## config.mk

```make
export PLATFORM = sky130hd
export DESIGN_NAME = rpr_fifo
export DESIGN_NICKNAME = d
export VERILOG_FILES = /design/src/design/rpr_fifo.sv
export SDC_FILE = /design/constraint.sdc
export NUM_CORES = 1
export LEC_CHECK = 0
export ABC_AREA = 1
export BUFFER_PORTS_ARGS = -buffer_cell sky130_fd_sc_hd__buf_2
export CORE_MARGIN = 5
export CORE_UTILIZATION = 35
export DETAILED_ROUTE_END_ITERATION = 10
export PLACE_DENSITY = 0.66
export SETUP_SLACK_MARGIN = 0.5
export SYNTH_ARGS = -nofsm -noshare
export SYNTH_HDL_FRONTEND = slang
export SYNTH_SLANG_ARGS = --single-unit
```

## constraint.sdc

```tcl
create_clock -name i_clk -period 1.75 [get_ports i_clk]
set_clock_uncertainty 0.15 [all_clocks]
set_input_delay 0 -clock i_clk [delete_from_list [all_inputs] [get_ports i_clk]]
set_output_delay 0 -clock i_clk [all_outputs]
set_load 0.1 [all_outputs]
```

## src/design/rpr_fifo.sv

```systemverilog
`timescale 1ns / 1ps
// ----------------------------------------------------------------------------
// rpr_fifo : small register queue
// First-in first-out store of DEPTH entries with fill count.
// ----------------------------------------------------------------------------
module rpr_fifo #(
    parameter int WIDTH = 8,
    parameter int DEPTH = 4
) (
    input  logic                       i_clk,
    input  logic                       i_rst_n,
    input  logic                       i_push,
    input  logic [WIDTH-1:0]           i_data,
    output logic                       o_full,
    input  logic                       i_pop,
    output logic [WIDTH-1:0]           o_data,
    output logic                       o_empty,
    output logic [$clog2(DEPTH+1)-1:0] o_count
);

    localparam int PW = (DEPTH > 1) ? $clog2(DEPTH) : 1;
    localparam int CW = $clog2(DEPTH+1);

    logic [WIDTH-1:0] r_mem [DEPTH];
    logic [PW-1:0]    r_wr_ptr, n_wr_ptr;
    logic [PW-1:0]    r_rd_ptr, n_rd_ptr;
    logic [CW-1:0]    r_count,  n_count;
    logic             w_do_push, w_do_pop;

    assign o_empty   = (r_count == '0);
    assign o_full    = (r_count == CW'(DEPTH));
    assign o_count   = r_count;
    assign o_data    = r_mem[r_rd_ptr];
    assign w_do_push = i_push && !o_full;
    assign w_do_pop  = i_pop && !o_empty;

    always_comb begin
        n_wr_ptr = r_wr_ptr;
        n_rd_ptr = r_rd_ptr;
        n_count  = r_count;
        if (w_do_push) begin
            n_wr_ptr = (r_wr_ptr == PW'(DEPTH-1)) ? '0 : r_wr_ptr + 1'b1;
        end
        if (w_do_pop) begin
            n_rd_ptr = (r_rd_ptr == PW'(DEPTH-1)) ? '0 : r_rd_ptr + 1'b1;
        end
        if (w_do_push && !w_do_pop) begin
            n_count = r_count + 1'b1;
        end else if (w_do_pop && !w_do_push) begin
            n_count = r_count - 1'b1;
        end
    end

    always_ff @(posedge i_clk) begin
        if (!i_rst_n) begin
            r_wr_ptr <= '0;
            r_rd_ptr <= '0;
            r_count  <= '0;
        end else begin
            r_wr_ptr <= n_wr_ptr;
            r_rd_ptr <= n_rd_ptr;
            r_count  <= n_count;
        end
    end

    always_ff @(posedge i_clk) begin
        if (w_do_push) begin
            r_mem[r_wr_ptr] <= i_data;
        end
    end

endmodule

```

==> flow_metrics.py, run 1 <==
metrics = {
    "cts": {
        "cts.sinks": 41,
        "cts.path.max_buffers": 2,
        "cts_buffers": 5,
        "cts_tree": "done",
        "clk_latency_ns": 0.29,
        "cts.clk_slew.worst_paths_ns": 0.07,
        "htree_levels": 2,
        "cts_root_buf": "clkbuf_8",
    },
    "synth": {
        "synth.most_common_cell": "nor2_1",
        "synth_flop_cell": "edfxtp_1",
        "synth_commonest_cells": "nor2_1, edfxtp_1, inv_1, nand2_1, o21ai_0",
        "syn_nets": 167,
        "yosys_warnings": 0,
        "yosysTopAreaCellShare_pct": 56.8,
        "netlist_instances": 148,
        "syn-cell-area_sq_um": 1690,
        "synth_edf_count": 32,
        "ys_seq_area_share_pct": 67.4,
        "async_flop_share_pct": 0,
        "avgSynthCellArea_sq_um": 11.4,
        "synth-seq-cells": 41,
        "yosys.cell_types.count": 18,
        "ys_top_cells_by_area": "edfxtp_1, dfxtp_1, nor2_1",
        "synth_largest_area_cell": "edfxtp_1",
    },
    "grt": {
        "antenna_found_initial": 0,
        "use_met1_pct": 14.0,
        "grt_max_degree": 17,
        "grt_pass1_wl_mm": 5.76,
        "grt_util_all_layers_pct": 12.0,
        "grtUsageMet3_pct": 4.06,
        "top_usage_layer": "met2",
        "use_met2_pct": 20.6,
        "grt_pass1_vias": 1251,
        "grt.overflow.total": 0,
    },
    "floorplanning": {
        "die_h_um": 79.5,
        "fp.dieArea_sq_um": 6330,
        "coreArea_sq_um": 4720,
        "start_util_pct": 35.8,
        "row_count": 25,
        "die_w_um": 79.5,
        "ios": 25,
    },
    "critical_path": {
        "worstRegToRegCells": 11,
        "cp.required_ns": 1.82,
        "max_stage_delay_ns": 0.35,
        "critPathKind": "flop to flop",
        "r2r_slack_ns": -0.02,
        "startpoint_type": "flop",
        "endpoint_kind": "flop",
        "r2r-start": "o_count[0]$_SDFFE_PN0P_",
        "critPathLaunch": "o_count[0]$_SDFFE_PN0P_",
        "slowest_stage": "dfxtp_4",
        "path_common_cell": "nand2_1",
        "cp_max_fo": 2,
        "cp.arrival_ns": 1.84,
        "r2r-end": "o_count[2]$_SDFFE_PN0P_",
        "crit_chain": "nor2_4 -> nand2_2 -> nand2_4 -> ha_4 -> inv_2 -> fa_2 -> nand2_1 -> nand3_1 -> nand2_1 -> inv_1 -> nor2_1",
    },
    "timing": {
        "slew_violations": 0,
        "rsz0062_at_grt": "true",
        "fmax_ghz": 0.565,
        "slew_headroom_pct": 80.0,
        "tightest_slew_ns": 0.302,
        "setup_violations": 2,
        "fin_crit_ns": 1.77,
        "final_hold_viol_count": 0,
        "finalCritPeriodShare_pct": 101,
        "layout_setup_ws_ns": -0.0193,
    },
    "detailed_routing": {
        "vias": 1309,
        "drc": 0,
        "drt_pass1_iterations": 4,
        "ant_nets": 0,
        "wl_per_cell_um": 14.1,
        "initialDrtViolationCount": 53,
        "wirelength_mm": 4.10,
        "vias_per_cell": 4.50,
    },
    "min_path": {
        "hold_path_startpoint": "i_pop",
        "hold_class": "input port to flop",
        "hold_path_depth": 4,
        "min_to": "o_count[0]$_SDFFE_PN0P_",
    },
    "status": {
        "status": "complete, but fails checks",
        "violations": "negative setup slack",
    },
    "layout": {
        "syn2layout_area_growth_pct": 82.9,
        "drive_above_1_share_pct": 62.9,
        "nFillCells": 340,
        "fin_nets": 242,
        "antenna_cells": 0,
        "instances_no_fill": 291,
    },
    "place": {
        "port_buffers": 24,
        "placedCellCount": 245,
        "gp_congestion": 0.765,
        "hpwlAfterDp_mm": 2.15,
    },
    "job": {
        "cap_violations": 0,
    },
}
-- per-stage QoR --
stage / hold slack (ns) / TNS, ns / utilization [%] / instance area (sq um) / setup WS, ns
6_report: 0.00120 / -0.0381 / 65.6 / 3100 / -0.0193
5_1_grt: 0.0135 / -0.163 / 65.6 / 3100 / -0.0997
4_1_cts: -0.0298 / 0 / 55.9 / 2640 / 0.0303
3_5_place_dp: 0.0663 / 0 / 48.4 / 2280 / 0.0244
3_3_place_gp: 0.0666 / 0 / 48.4 / 2280 / 0.0391
2_1_floorplan: -0.0511 / -0.263 / - / 1930 / -0.140
-- final cells by class --
cell class | count | area [sq um] | share of cell area [%]
Sequential cell | 41 | 1170 | 37.7
Clock inverter | 2 | 11.3 | 0.364
Tap cell | 67 | 83.8 | 2.71
Timing Repair inverter | 1 | 16.3 | 0.525
Clock buffer | 6 | 72.6 | 2.34
Multi-Input combinational cell | 86 | 856 | 27.6
Inverter | 19 | 96.3 | 3.11
Timing Repair Buffer | 69 | 793 | 25.6
-- sequential cells by signal (all words and copies together) (netlist names), named ones only --
name / flops
o_count: 3
r_mem: 32
r_wr_ptr: 2
r_rd_ptr: 2
-- layout by cell type (no fill, tap or decap), types with 2 or more instances in the layout --
cell	n
nor2_2	6
o21ai_2	12
o21ai_1	2
buf_8	3
nand2_1	6
nor2_1	9
buf_6	20
clkbuf_8	5
buf_2	11
dfxtp_1	2
nor2_4	18
inv_2	4
edfxtp_1	32
dlygate4sd3_1	10
nand2_2	5
ha_1	5
o21ai_4	4
dfxtp_4	7
inv_4	2
buf_4	10
nand2_4	4
o22ai_4	8
clkinv_8	2
buf_12	13
inv_1	11
-- repair_timing --
item                                    CTS  global route
buffers inserted                          7            19
hold endpoints to repair                 41             0
gates cloned                              0             2
resized for setup                        41            74
hold buffers                             10             0
pin swaps                                13            20
endpoints found under the setup margin   48            52
-- critical path, delay by kind of cell (launching register included) --
kind          cells  cell delay (ns)
buf+inv           2             0.07
simple gates      7             0.66
fa+ha+maj         2             0.47
flops             1             0.35
-- cell families after synthesis --
family                     count (synthesis)  synth area share [%]
adders and majority gates                  7                  5.62
AOI/OAI and AO/OA                         28                  9.53
and+or+nand+nor                           51                  11.9
buffers and inverters                     21                  5.54
DFF                                       41                  67.4
-- routing by layer --
layer / routed length [um] / up-vias
met5: 0 / -
met3: 170 / 6
met4: 57 / 0
met1: 1580 / 620
met2: 2290 / 27
li1: - / 656
-- worst max path at each step --
stage / cells after the start / slack, ns / endpoint
3_3_place_gp: 12 / 0.04 / o_count[2]$_SDFFE_PN0P_
3_5_place_dp: 9 / 0.02 / o_count[1]$_SDFFE_PN0P_
5_1_grt: 12 / -0.1 / o_count[2]$_SDFFE_PN0P_
6_report: 11 / -0.02 / o_count[2]$_SDFFE_PN0P_
2_1_floorplan: 13 / -0.14 / o_count[2]$_SDFFE_PN0P_
4_1_cts: 12 / 0.03 / o_count[2]$_SDFFE_PN0P_
Power of run 1 is left out: the tool's default activity adds up to more than one toggle a clock period on the data nets, which glitch-free logic cannot reach.
==> run 2, diff against run 1 <==
--- a/config.mk
+++ b/config.mk
@@ -12,5 +12,5 @@
 export DETAILED_ROUTE_END_ITERATION = 10
 export PLACE_DENSITY = 0.66
-export SETUP_SLACK_MARGIN = 0.5
+export SETUP_SLACK_MARGIN = 0.1
 export SYNTH_ARGS = -nofsm -noshare
 export SYNTH_HDL_FRONTEND = slang
==> constraint.sdc (replaced) <==
create_clock -name i_clk -period 1.75 [get_ports i_clk]
set_clock_uncertainty 0.15 [all_clocks]
set_input_delay 0.0875 -clock i_clk [delete_from_list [all_inputs] [get_ports i_clk]]
set_output_delay 0.0875 -clock i_clk [all_outputs]
set_load 0.1 [all_outputs]
==> flow_metrics.py, run 2 (synthesized netlist as in run 1, its figures left out) <==
metrics = {
    "status": {
        "status": "complete, but fails checks",
        "violations": "negative setup slack",
    },
    "critical_path": {
        "critPathKind": "flop to flop",
        "r2r-start": "o_count[0]$_SDFFE_PN0P_",
        "critPathLaunch": "o_count[0]$_SDFFE_PN0P_",
        "cp_max_fo": 2,
        "endpoint_kind": "flop",
        "max_stage_delay_ns": 0.35,
        "crit_chain": "nor2_4 -> nand2_2 -> nand2_4 -> ha_4 -> inv_4 -> fa_2 -> inv_2 -> nand2_1 -> nand3_1 -> nand2_1 -> inv_1 -> nor2_1",
        "cp.arrival_ns": 1.79,
        "slowest_stage": "dfxtp_4",
        "startpoint_type": "flop",
        "path_common_cell": "nand2_1",
        "cp.required_ns": 1.79,
    },
    "timing": {
        "fin_crit_ns": 1.75,
        "fmax_ghz": 0.571,
        "rsz0062_at_grt": "true",
        "finalCritPeriodShare_pct": 100,
        "hold_slack_ns": 0.0793,
        "slew_headroom_pct": 67.7,
        "layout_setup_ws_ns": -0.000444,
        "final_hold_viol_count": 0,
        "slew_violations": 0,
        "tightest_slew_ns": 0.487,
        "setup_violations": 1,
    },
    "detailed_routing": {
        "drt_pass1_iterations": 4,
        "drc": 0,
        "ant_nets": 0,
        "vias": 1225,
        "wirelength_mm": 3.33,
        "vias_per_cell": 4.44,
        "initialDrtViolationCount": 83,
        "wl_per_cell_um": 12.0,
    },
    "floorplanning": {
        "die_h_um": 79.5,
        "ios": 25,
        "row_count": 25,
        "fp.dieArea_sq_um": 6330,
        "coreArea_sq_um": 4720,
        "die_w_um": 79.5,
        "start_util_pct": 35.8,
    },
    "grt": {
        "grt_pass1_wl_mm": 5.71,
        "grt.overflow.total": 0,
        "grt_util_all_layers_pct": 11.5,
        "grt_max_degree": 17,
        "antenna_found_initial": 0,
        "grt_pass1_vias": 1296,
    },
    "cts": {
        "cts.path.max_buffers": 2,
        "cts_tree": "done",
        "cts.clk_slew.worst_paths_ns": 0.07,
        "clk_latency_ns": 0.28,
        "htree_levels": 2,
        "cts_buffers": 5,
        "cts_root_buf": "clkbuf_8",
        "cts.sinks": 41,
    },
    "min_path": {
        "hold_class": "input port to flop",
        "hold_path_startpoint": "i_pop",
    },
    "layout": {
        "drive_above_1_share_pct": 42.1,
        "syn2layout_area_growth_pct": 53.2,
        "final_cell_mix": "nor2_1, edfxtp_1, buf_4",
        "largest_register": "r_mem",
        "antenna_cells": 0,
        "largest_reg_flops": 32,
        "fin_nets": 227,
        "final_core_util_pct": 54.9,
    },
    "place": {
        "gp_congestion": 0.770,
        "port_buffers": 24,
        "hpwlAfterDp_mm": 2.26,
    },
    "job": {
        "cap_violations": 0,
    },
}
[run 2: changes by cell type in the layout (fill, tap and decap cells not counted), sizes merged]
cell | previous run | this run
buf | 57 | 45
clkinv | 3 | 1
clkbuf | 8 | 7
[run 2: path summary, 6_finish.rpt]
kind                                  end  depth (start not counted)  slack, ns
setup / recovery  o_count[2]$_SDFFE_PN0P_                         12    -0.0004
hold / removal    o_count[0]$_SDFFE_PN0P_                          4       0.08
setup reg to reg  o_count[2]$_SDFFE_PN0P_                         12    -0.0004
hold reg to reg                      flop                          4       0.40
[run 2: metal layers]
layer	up-vias	GRT usage [%]	part of all wire (%)	wire length (um)
met5	-	0	0	0
met4	0	3.78	0.99	33
met3	6	3.16	3.8	126
met2	24	19.7	52	1730
met1	575	13.8	43	1440
li1	620	-	-	-
[run 2: worst max-delay path: cells and delay by family, from the launching register on]
family	cells	cell delay [ns]
adders and majority gates	2	0.50
buffers and inverters	3	0.13
DFF	1	0.35
and+or+nand+nor	7	0.51
[run 2: timing repair]
item	4_1_cts	5_1_grt
buffers inserted	6	6
gates resized for setup	22	12
hold endpoints to repair	41	0
setup endpoints to repair	10	8
pin swaps	8	6
hold buffers	10	0
[run 2: layout make-up]
class / instances / area [sq um]
flip-flops and latches: 41 / 1160
repair buffers: 55 / 532
clock inverters: 1 / 5.00
multi-input cells: 86 / 634
fillers: 381 / 2130
inverters: 19 / 82.6
clock buffers: 7 / 96.3
well taps: 67 / 83.8
[run 2: stage by stage]
| step | TNS, ns | worst slack (ns) | instance area, sq um | instances |
|---|---|---|---|---|
| 2_1_floorplan | -0.263 | -0.140 | 1850 | 148 |
| 3_3_place_gp | 0 | 0.0338 | 2220 | 246 |
| 3_5_place_dp | -0.00507 | -0.00507 | 2220 | 246 |
| 4_1_cts | -0.000268 | -0.000268 | 2500 | 270 |
| 5_1_grt | -0.164 | -0.141 | 2590 | 276 |
| 6_report | -0.000444 | -0.000444 | 2590 | 276 |
Power of run 2 is left out for the same reason.
