==> config.mk <==
export PLATFORM = sky130hd
export DESIGN_NAME = rpr_front
export DESIGN_NICKNAME = d
export VERILOG_FILES = /design/src/design/rpr_pkg.sv /design/src/design/rpr_front.sv
export SDC_FILE = /design/constraint.sdc
export NUM_CORES = 1
export LEC_CHECK = 0
export BUFFER_PORTS_ARGS = -buffer_cell sky130_fd_sc_hd__buf_2
export CAP_MARGIN = 15
export CORE_MARGIN = 2
export CORE_UTILIZATION = 40
export CTS_CLUSTER_DIAMETER = 150
export DETAILED_ROUTE_END_ITERATION = 7
export PLACE_DENSITY = 0.9
export SLEW_MARGIN = 20
export SYNTH_ARGS = -nofsm -noshare
export SYNTH_HDL_FRONTEND = slang
export SYNTH_SLANG_ARGS = --single-unit
==> constraint.sdc <==
create_clock -name i_clk -period 3 [get_ports i_clk]
set_input_delay 0.45 -clock i_clk [delete_from_list [all_inputs] [get_ports i_clk]]
set_output_delay 0.45 -clock i_clk [all_outputs]
set_load 0.005 [all_outputs]
==> src/design/rpr_pkg.sv <==
`timescale 1ns / 1ps
// ----------------------------------------------------------------------------
// rpr_pkg : shared types and constants for the rotary pair rotation block
// Field widths, command and register codes, request and result records.
// ----------------------------------------------------------------------------
package rpr_pkg;

    localparam int MAX_HEAD_PAIRS = 128;

    localparam int SAMPLE_W   = 16;
    localparam int POS_W      = 10;
    localparam int PAIR_W     = 7;
    localparam int ROT_W      = 7;
    localparam int CFG_IDX_W  = 1;
    localparam int CFG_DATA_W = 10;

    localparam logic CMD_WRITE  = 1'b0;
    localparam logic CMD_ROTATE = 1'b1;

    localparam logic [CFG_IDX_W-1:0] CFG_ROTARY_PAIRS  = 1'b0;
    localparam logic [CFG_IDX_W-1:0] CFG_POSITION_BASE = 1'b1;

    localparam logic [ROT_W-1:0] ROTARY_PAIRS_RESET  = 7'd32;
    localparam logic [POS_W-1:0] POSITION_BASE_RESET = 10'd0;

    typedef logic [1:0] t_op;
    localparam t_op OP_WRITE = 2'd0;
    localparam t_op OP_PASS  = 2'd1;
    localparam t_op OP_ERR   = 2'd2;
    localparam t_op OP_ROT   = 2'd3;

    typedef struct packed {
        logic [ROT_W-1:0] rotary_pairs;
        logic [POS_W-1:0] position_base;
    } t_cfg;

    typedef struct packed {
        t_op                        op;
        logic signed [SAMPLE_W-1:0] x;
        logic signed [SAMPLE_W-1:0] y;
    } t_req;

    typedef struct packed {
        logic signed [SAMPLE_W-1:0] x;
        logic signed [SAMPLE_W-1:0] y;
        logic                       passed;
        logic                       error;
    } t_res;

endpackage

==> src/design/rpr_front.sv <==
`timescale 1ns / 1ps
// ----------------------------------------------------------------------------
// rpr_front : request classifier and configuration registers
// Sorts each request into table write, copy, position error or rotation
// and forms its table address.
// ----------------------------------------------------------------------------
module rpr_front import rpr_pkg::*; #(
    parameter int MAX_POSITIONS    = 1024,
    parameter int MAX_ROTARY_PAIRS = 64
) (
    input  logic                                             i_clk,
    input  logic                                             i_rst_n,
    input  logic                                             i_cfg_valid,
    input  logic [CFG_IDX_W-1:0]                             i_cfg_index,
    input  logic [CFG_DATA_W-1:0]                            i_cfg_data,
    input  logic                                             i_cmd,
    input  logic [POS_W-1:0]                                 i_position,
    input  logic [PAIR_W-1:0]                                i_pair_index,
    input  logic signed [SAMPLE_W-1:0]                       i_pair_x,
    input  logic signed [SAMPLE_W-1:0]                       i_pair_y,
    output t_req                                             o_req,
    output logic [$clog2(MAX_POSITIONS*MAX_ROTARY_PAIRS)-1:0] o_addr,
    output logic                                             o_keep
);

    localparam int AW = $clog2(MAX_POSITIONS*MAX_ROTARY_PAIRS);

    t_cfg           r_cfg;
    logic [POS_W:0] w_pos_eff;
    logic [POS_W:0] w_row;
    logic           w_pair_out;
    logic           w_pos_bad;
    logic           w_wr_ok;

    always_ff @(posedge i_clk) begin
        if (!i_rst_n) begin
            r_cfg.rotary_pairs  <= ROTARY_PAIRS_RESET;
            r_cfg.position_base <= POSITION_BASE_RESET;
        end else if (i_cfg_valid) begin
            unique case (i_cfg_index)
                CFG_ROTARY_PAIRS:  r_cfg.rotary_pairs  <= i_cfg_data[ROT_W-1:0];
                CFG_POSITION_BASE: r_cfg.position_base <= i_cfg_data[POS_W-1:0];
            endcase
        end
    end

    assign w_pos_eff  = {1'b0, r_cfg.position_base} + {1'b0, i_position};
    assign w_pair_out = (i_pair_index >= r_cfg.rotary_pairs)
                     || (32'(i_pair_index) >= MAX_ROTARY_PAIRS)
                     || (32'(i_pair_index) >= MAX_HEAD_PAIRS);
    assign w_pos_bad  = (32'(w_pos_eff) >= MAX_POSITIONS);
    assign w_wr_ok    = (32'(i_position) < MAX_POSITIONS)
                     && (32'(i_pair_index) < MAX_ROTARY_PAIRS);
    assign w_row      = (i_cmd == CMD_ROTATE) ? w_pos_eff : {1'b0, i_position};

    assign o_addr = AW'(w_row) * AW'(MAX_ROTARY_PAIRS) + AW'(i_pair_index);

    always_comb begin
        o_req.x = i_pair_x;
        o_req.y = i_pair_y;
        o_keep  = 1'b1;
        if (i_cmd == CMD_WRITE) begin
            o_req.op = OP_WRITE;
            o_keep   = w_wr_ok;
        end else if (w_pair_out) begin
            o_req.op = OP_PASS;
        end else if (w_pos_bad) begin
            o_req.op = OP_ERR;
        end else begin
            o_req.op = OP_ROT;
        end
    end

endmodule

==> impl_metrics.env, run 1 <==
export IMPL_drt_iter0_drc=37
export IMPL_p_total_mw=0.678
export IMPL_cts_sinks=17
export IMPL_max_flop_register="r_cfg"
export IMPL_synth_warnings=0
export IMPL_syn_nets=329
export IMPL_die_y_um=72.6
export IMPL_wl_per_cell_um=12.7
export IMPL_synth_area_per_cell_um2=7.69
export IMPL_syn_area_um2=1880
export IMPL_initial_utilization_pct=42.4
export IMPL_final_nets=353
export IMPL_violations="negative setup slack"
export IMPL_dr_pass1_iters=4
export IMPL_cp_data_required_time_ns=2.55
export IMPL_final_common_cell="buf_2"
export IMPL_dp_hpwl_um=3400
export IMPL_remaining_drc_errors=0
export IMPL_p_leak_nw=0.975
export IMPL_path_clk_slew_ns=0.07
export IMPL_vias=1703
export IMPL_final_cells=320
export IMPL_gr_total_overflow=0
export IMPL_synth_distinct_cells=46
export IMPL_max_cap_viol_count=0
export IMPL_relSlewSlack_pct=65.2
export IMPL_setup_viol=2
export IMPL_yosys_top_cells_area="dfxtp_1 (18%), buf_4 (15%), ha_1 (13%)"
export IMPL_worst_slew_pin_slew_ns=0.521
export IMPL_dominantRegCellSynth="dfxtp_1"
export IMPL_cts_root_buf="clkbuf_8"
export IMPL_start_kind="flip-flop"
export IMPL_syn2layout_area_growth_pct=12.1
export IMPL_clk_latency_ns=0.26
export IMPL_numCtsBuffers=3
export IMPL_cts_buffer_depth=2
export IMPL_path_class="flip-flop to primary output"
export IMPL_r2r_slack_ns=2.31
export IMPL_grt_pass1_vias=1648
export IMPL_period_needed_ns=3.07
export IMPL_port_buffers=50
export IMPL_slew_viol_final=0
export IMPL_drive_above_1_share_pct=32.1
export IMPL_io_pins=115
export IMPL_num_rows=24
export IMPL_antenna_found_initial=0
export IMPL_synth_edf_count=0
export IMPL_grt_pass1_wl_um=7050
export IMPL_ant_nets=0
export IMPL_syn_inst=245
export IMPL_synth_seq_cells=17
export IMPL_powerDensity_nw_per_um2=321
export IMPL_fin_util_pct=47.5
export IMPL_drt_wl_total_um=4060
export IMPL_worstPathArrival_ns=2.62
export IMPL_top_regs="r_cfg: 17 flops"
export IMPL_final_cell_mix="buf_2 (50), nand2_1 (46), ha_1 (18), a21boi_0 (16), dfxtp_1 (16)"
export IMPL_viasPerCell=5.32
export IMPL_placed_cells=314
export IMPL_tritoncts="done"
export IMPL_yosysSeqAreaShare_pct=18.1
export IMPL_min_path_type="primary input to flip-flop"
export IMPL_dieArea_um2=5280
export IMPL_crit_fanout=3
export IMPL_fin_ws_ns=-0.0738
export IMPL_grt_max_degree=18
export IMPL_largest_reg_flops=17
export IMPL_yosys_area_top_type="dfxtp_1"
export IMPL_fin_crit_sh_pct=102
export IMPL_clock_skew_ns=0
export IMPL_core_area_um2=4440
export IMPL_outcome="finished, violations left"
export IMPL_grt_usage_pct=16.4
export IMPL_synth_top_area_share_pct=18.1
export IMPL_fmax_mhz=325
export IMPL_die_x_um=72.6
export IMPL_cp_end_kind="primary output"
export IMPL_ir_drop_v=0.000162
export IMPL_ys_async_sr_fraction_pct=0
export IMPL_cts_max_level=1
export IMPL_finalHoldViolCount=0
export IMPL_gp_congestion=0.824
export IMPL_num_antenna_cells=0
export IMPL_rsz0062_at_grt="true"
## per-stage QoR
stage	worst slack (ns)	TNS [ns]	hold WS (ns)	area, µm²
global placement	-0.140	-0.410	0.455	1970
CTS	-0.185	-0.477	0.443	2060
floorplan	0.0896	0	0.443	1880
detailed placement	-0.217	-0.744	0.458	1970
finish	-0.0738	-0.0919	0.445	2110
global route	-0.203	-0.541	0.456	2110
## power breakdown
| part | leakage (nW) | internal, mW | switching, mW |
|---|---|---|---|
| logic | 0.814 | 0.125 | 0.136 |
| registers | 0.140 | 0.237 | 0.00651 |
| clock network | 0.0217 | 0.0936 | 0.0801 |
| total | 0.975 | 0.455 | 0.223 |
## layer usage
metal  global-route usage (%)  vias to the layer above  part of all wire (%)
met1                     20.3                      773                    44
met2                     28.6                       47                    47
met5                        0                        -                     0
met3                     2.07                       15                   6.1
li1                         -                      868                     -
met4                     7.00                        0                   2.3
## worst max-delay path, cell delays in order (launching register included)
cell	delay, ns
dfxtp_2	0.34
ha_4	0.16
fa_2	0.34
a211o_1	0.29
a31o_1	0.26
o41ai_4	0.26
o21ai_2	0.13
nor4_2	0.32
xnor2_1	0.14
buf_2	0.13
## path summary, 6_finish.rpt
check	from	to	depth (start not counted)
max	r_cfg[0]$_SDFFE_PN0P_	o_addr[14]	9
min	i_cfg_data[8]	r_cfg[8]$_SDFFE_PN0P_	3
max reg2reg	r_cfg[1]$_SDFFE_PN0P_	r_cfg[1]$_SDFFE_PN0P_	2
min reg2reg	r_cfg[11]$_SDFFE_PN0P_	r_cfg[11]$_SDFFE_PN0P_	2
## cells by family after synthesis
| kind of cell | Yosys count | synth area share (%) |
|---|---|---|
| AND/OR/NAND/NOR | 84 | 20.6 |
| AO/OA/AOI/OAI | 58 | 23.6 |
| buffers and inverters | 55 | 18.6 |
| adder cells (fa/ha/maj) | 20 | 13.7 |
| flip-flops | 17 | 18.1 |
| XOR/XNOR | 8 | 3.72 |
| multiplexers | 3 | 1.73 |
## cell type report
class,count,area [µm²]
fillers,443,2330
multi-input cells,173,1260
repair buffers,63,352
flip-flops and latches,17,342
well taps,52,65.1
clock buffers,3,41.3
inverters,11,41.3
clock inverters,1,7.51
## cell usage after synthesis, types with 2 or more instances
| master | number |
|---|---|
| nor3_1 | 5 |
| mux2_2 | 2 |
| nand4_1 | 2 |
| ha_1 | 19 |
| nand2b_1 | 5 |
| nand2_1 | 46 |
| and2_1 | 2 |
| a211oi_1 | 4 |
| nor2_1 | 10 |
| o311ai_1 | 2 |
| a211o_1 | 2 |
| xor2_1 | 4 |
| o2bb2ai_1 | 2 |
| dfxtp_1 | 17 |
| buf_4 | 38 |
| nand3_1 | 6 |
| a21oi_1 | 11 |
| nor4_2 | 2 |
| a31o_1 | 2 |
| inv_1 | 11 |
| clkbuf_1 | 5 |
| a21boi_0 | 16 |
| a21o_1 | 5 |
| o31ai_1 | 2 |
| xnor2_1 | 4 |
## what timing repair did
| action | 4_1_cts | 5_1_grt |
|---|---|---|
| buffers inserted | 1 | 2 |
| pin swaps | 7 | 7 |
| resized for setup | 8 | 8 |
| hold buffers | 0 | 0 |
| endpoints found under the setup margin | 5 | 6 |
(Power assumes the default switching activity.)
==> inputs of run 2 (changes only) <==
--- a/config.mk
+++ b/config.mk
@@ -5,6 +5,7 @@
 export SDC_FILE = /design/constraint.sdc
 export NUM_CORES = 1
 export LEC_CHECK = 0
+export ABC_AREA = 1
 export BUFFER_PORTS_ARGS = -buffer_cell sky130_fd_sc_hd__buf_2
 export CAP_MARGIN = 15
 export CORE_MARGIN = 2
==> run 2 against run 1 <==
Critical path type is now primary input to primary output. Largest cell class unchanged. Global-route usage decreased by 1.0 points. Clock skew unchanged. Worst setup slack improved by 0.28 ns. The flow now finishes without violations. Worst hold slack got worse by 0.0055 ns. Largest power group unchanged. Combinational power about the same. Clock power decreased by 5%.
==> impl_metrics.env, run 2 <==
export IMPL_outcome="completed"
export IMPL_crit_fanout=3
export IMPL_cp_end_kind="primary output"
export IMPL_path_class="primary input to primary output"
export IMPL_top_regs="r_cfg: 17 flops"
export IMPL_core_area_um2=4660
export IMPL_gp_congestion=0.863
export IMPL_initial_utilization_pct=41.1
export IMPL_syn_nets=387
export IMPL_cp_data_required_time_ns=2.55
export IMPL_drt_iter0_drc=48
export IMPL_yosys_area_top_type="dfxtp_1"
export IMPL_cts_max_level=1
export IMPL_dieArea_um2=5360
export IMPL_ir_drop_v=0.000258
export IMPL_grt_usage_pct=15.4
export IMPL_syn2layout_area_growth_pct=3.27
export IMPL_synth_fa_ha_area_share_pct=13.5
export IMPL_reg2reg_to="r_cfg[10]$_SDFFE_PN0P_"
export IMPL_syn_area_um2=1920
export IMPL_p_total_mw=0.675
export IMPL_period_needed_ns=2.80
export IMPL_worst_slew_pin_slew_ns=0.341
export IMPL_p_leak_nw=1.10
export IMPL_gr_total_overflow=0
export IMPL_start_kind="primary input"
export IMPL_final_nets=400
export IMPL_path_clk_slew_ns=0.06
export IMPL_syn_inst=303
export IMPL_r2r_start="r_cfg[10]$_SDFFE_PN0P_"
export IMPL_fin_crit_sh_pct=93.3
export IMPL_max_flop_register="r_cfg"
export IMPL_cts_buffer_depth=2
export IMPL_r2r_slack_ns=2.36
export IMPL_cts_repair_resized=0
export IMPL_min_path_type="primary input to flip-flop"
export IMPL_grt_max_degree=18
export IMPL_synth_top_area_share_pct=17.8
export IMPL_grt_pass1_wl_um=6700
export IMPL_slew_viol_final=0
export IMPL_holdWs_ns=0.440
export IMPL_post_cts_buffers=0
export IMPL_synth_most_common_cell="nand2_1"
export IMPL_yosys_top_cells_area="dfxtp_1 (18%), buf_4 (15%), nand2_1 (13%)"
export IMPL_final_cell_mix="nand2_1 (68), buf_2 (50), inv_1 (39), nor2_1 (36), nand3_1 (21)"
export IMPL_powerDensity_nw_per_um2=341
export IMPL_synth_simple_gate_area_share_pct=33.6
export IMPL_yosys_top_cells_count="nand2_1 (68), inv_1 (39), buf_4 (38)"
export IMPL_drt_wl_total_um=3910
export IMPL_relSlewSlack_pct=77.2
export IMPL_worstPathArrival_ns=2.35
export IMPL_synth_top_family_by_area="simple AND/OR/NAND/NOR gates"
export IMPL_min_to="r_cfg[15]$_SDFFE_PN1P_"
export IMPL_synth_compound_area_share_pct=9.08
export IMPL_grt_pass1_vias=1662
export IMPL_synth_warnings=0
export IMPL_fmax_mhz=357
export IMPL_numCtsBuffers=3
export IMPL_wl_per_cell_um=10.6
export IMPL_max_cap_viol_count=0
export IMPL_finalHoldViolCount=0
export IMPL_die_x_um=73.2
export IMPL_worst_hold_startpoint="i_cfg_data[5]"
export IMPL_ys_async_sr_fraction_pct=0
export IMPL_rsz0062_at_grt="false"
export IMPL_clock_skew_ns=0
export IMPL_cts_root_buf="clkbuf_8"
export IMPL_largest_reg_flops=17
export IMPL_finalSetupTns_ns=0
export IMPL_vias=1758
export IMPL_tritoncts="done"
export IMPL_port_buffers=50
export IMPL_die_y_um=73.2
export IMPL_yosysSeqAreaShare_pct=17.8
export IMPL_holdBufCountCts=0
export IMPL_worstRegToRegCells=2
export IMPL_clk_latency_ns=0.25
export IMPL_synth_distinct_cells=28
export IMPL_final_common_cell="nand2_1"
export IMPL_fin_util_pct=42.4
export IMPL_synth_edf_count=0
export IMPL_dr_pass1_iters=4
export IMPL_remaining_drc_errors=0
export IMPL_io_pins=115
export IMPL_cts_sinks=17
export IMPL_drive_above_1_share_pct=21.9
export IMPL_dominantRegCellSynth="dfxtp_1"
export IMPL_synth_seq_cells=17
export IMPL_viasPerCell=4.76
export IMPL_synth_xor_area_share_pct=2.29
export IMPL_num_antenna_cells=0
export IMPL_ant_nets=0
export IMPL_setup_viol=0
export IMPL_antenna_found_initial=0
export IMPL_synth_area_per_cell_um2=6.32
export IMPL_synth_mux_area_share_pct=0
export IMPL_num_rows=25
export IMPL_hold_depth=3
export IMPL_dp_hpwl_um=3430
## run 2: cell type report
type	count	area [µm²]
clock buffers	3	41.3
inverters	41	154
clock inverters	1	5.00
flip-flops and latches	17	340
well taps	54	67.6
fillers	523	2680
repair buffers	50	250
multi-input cells	203	1120
## run 2: worst max-delay path by stage
stage | depth (start not counted) | startpoint | to | slack (ns)
2_1_floorplan | 10 | i_position[0] | o_addr[12] | 0.54
3_3_place_gp | 14 | i_position[0] | o_addr[14] | 0.25
3_5_place_dp | 12 | i_position[0] | o_addr[12] | 0.17
4_1_cts | 11 | r_cfg[0]$_SDFFE_PN0P_ | o_addr[12] | 0.17
5_1_grt | 11 | r_cfg[0]$_SDFFE_PN0P_ | o_addr[12] | 0.02
6_report | 12 | i_position[0] | o_addr[12] | 0.20
## run 2: kinds of logic (layout without fill, tap and decap cells)
kind of cell               after synthesis  in the layout
and+or+nand+nor                        145            145
buffers and inverters                   83             95
AOI/OAI and AO/OA                       33             33
adders and majority gates               20             20
DFF                                     17             17
xor gates and xnor gates                 5              5
## run 2: metal layers
| layer | vias to the layer above | wire (µm) | global-route usage (%) |
|---|---|---|---|
| li1 | 948 | - | - |
| met1 | 756 | 1800 | 17.8 |
| met2 | 50 | 1900 | 30.0 |
| met3 | 4 | 190 | 1.80 |
| met4 | 0 | 20 | 2.88 |
| met5 | - | 0 | 0 |
## run 2: report_power, final
| part | internal, mW | switching (mW) |
|---|---|---|
| combinational | 0.108 | 0.153 |
| clock | 0.0920 | 0.0738 |
| sequential | 0.241 | 0.00771 |
| total | 0.441 | 0.234 |
## run 2: through the flow
stage / worst slack [ns] / cell area [µm²] / std cells
6_report: 0.202 / 1980 / 369
3_5_place_dp: 0.170 / 1930 / 365
4_1_cts: 0.168 / 1980 / 369
2_1_floorplan: 0.540 / 1920 / 303
5_1_grt: 0.0156 / 1980 / 369
3_3_place_gp: 0.250 / 1930 / 365
## run 2: critical path: stages
cell and delay, ns:
buf_2 0.11, ha_1 0.23, fa_1 0.49, nand2_1 0.06
nand2_2 0.09, ha_1 0.17, inv_1 0.05, nor2_1 0.17
nand3b_1 0.12, nor2_2 0.14, xor2_1 0.15, buf_2 0.13
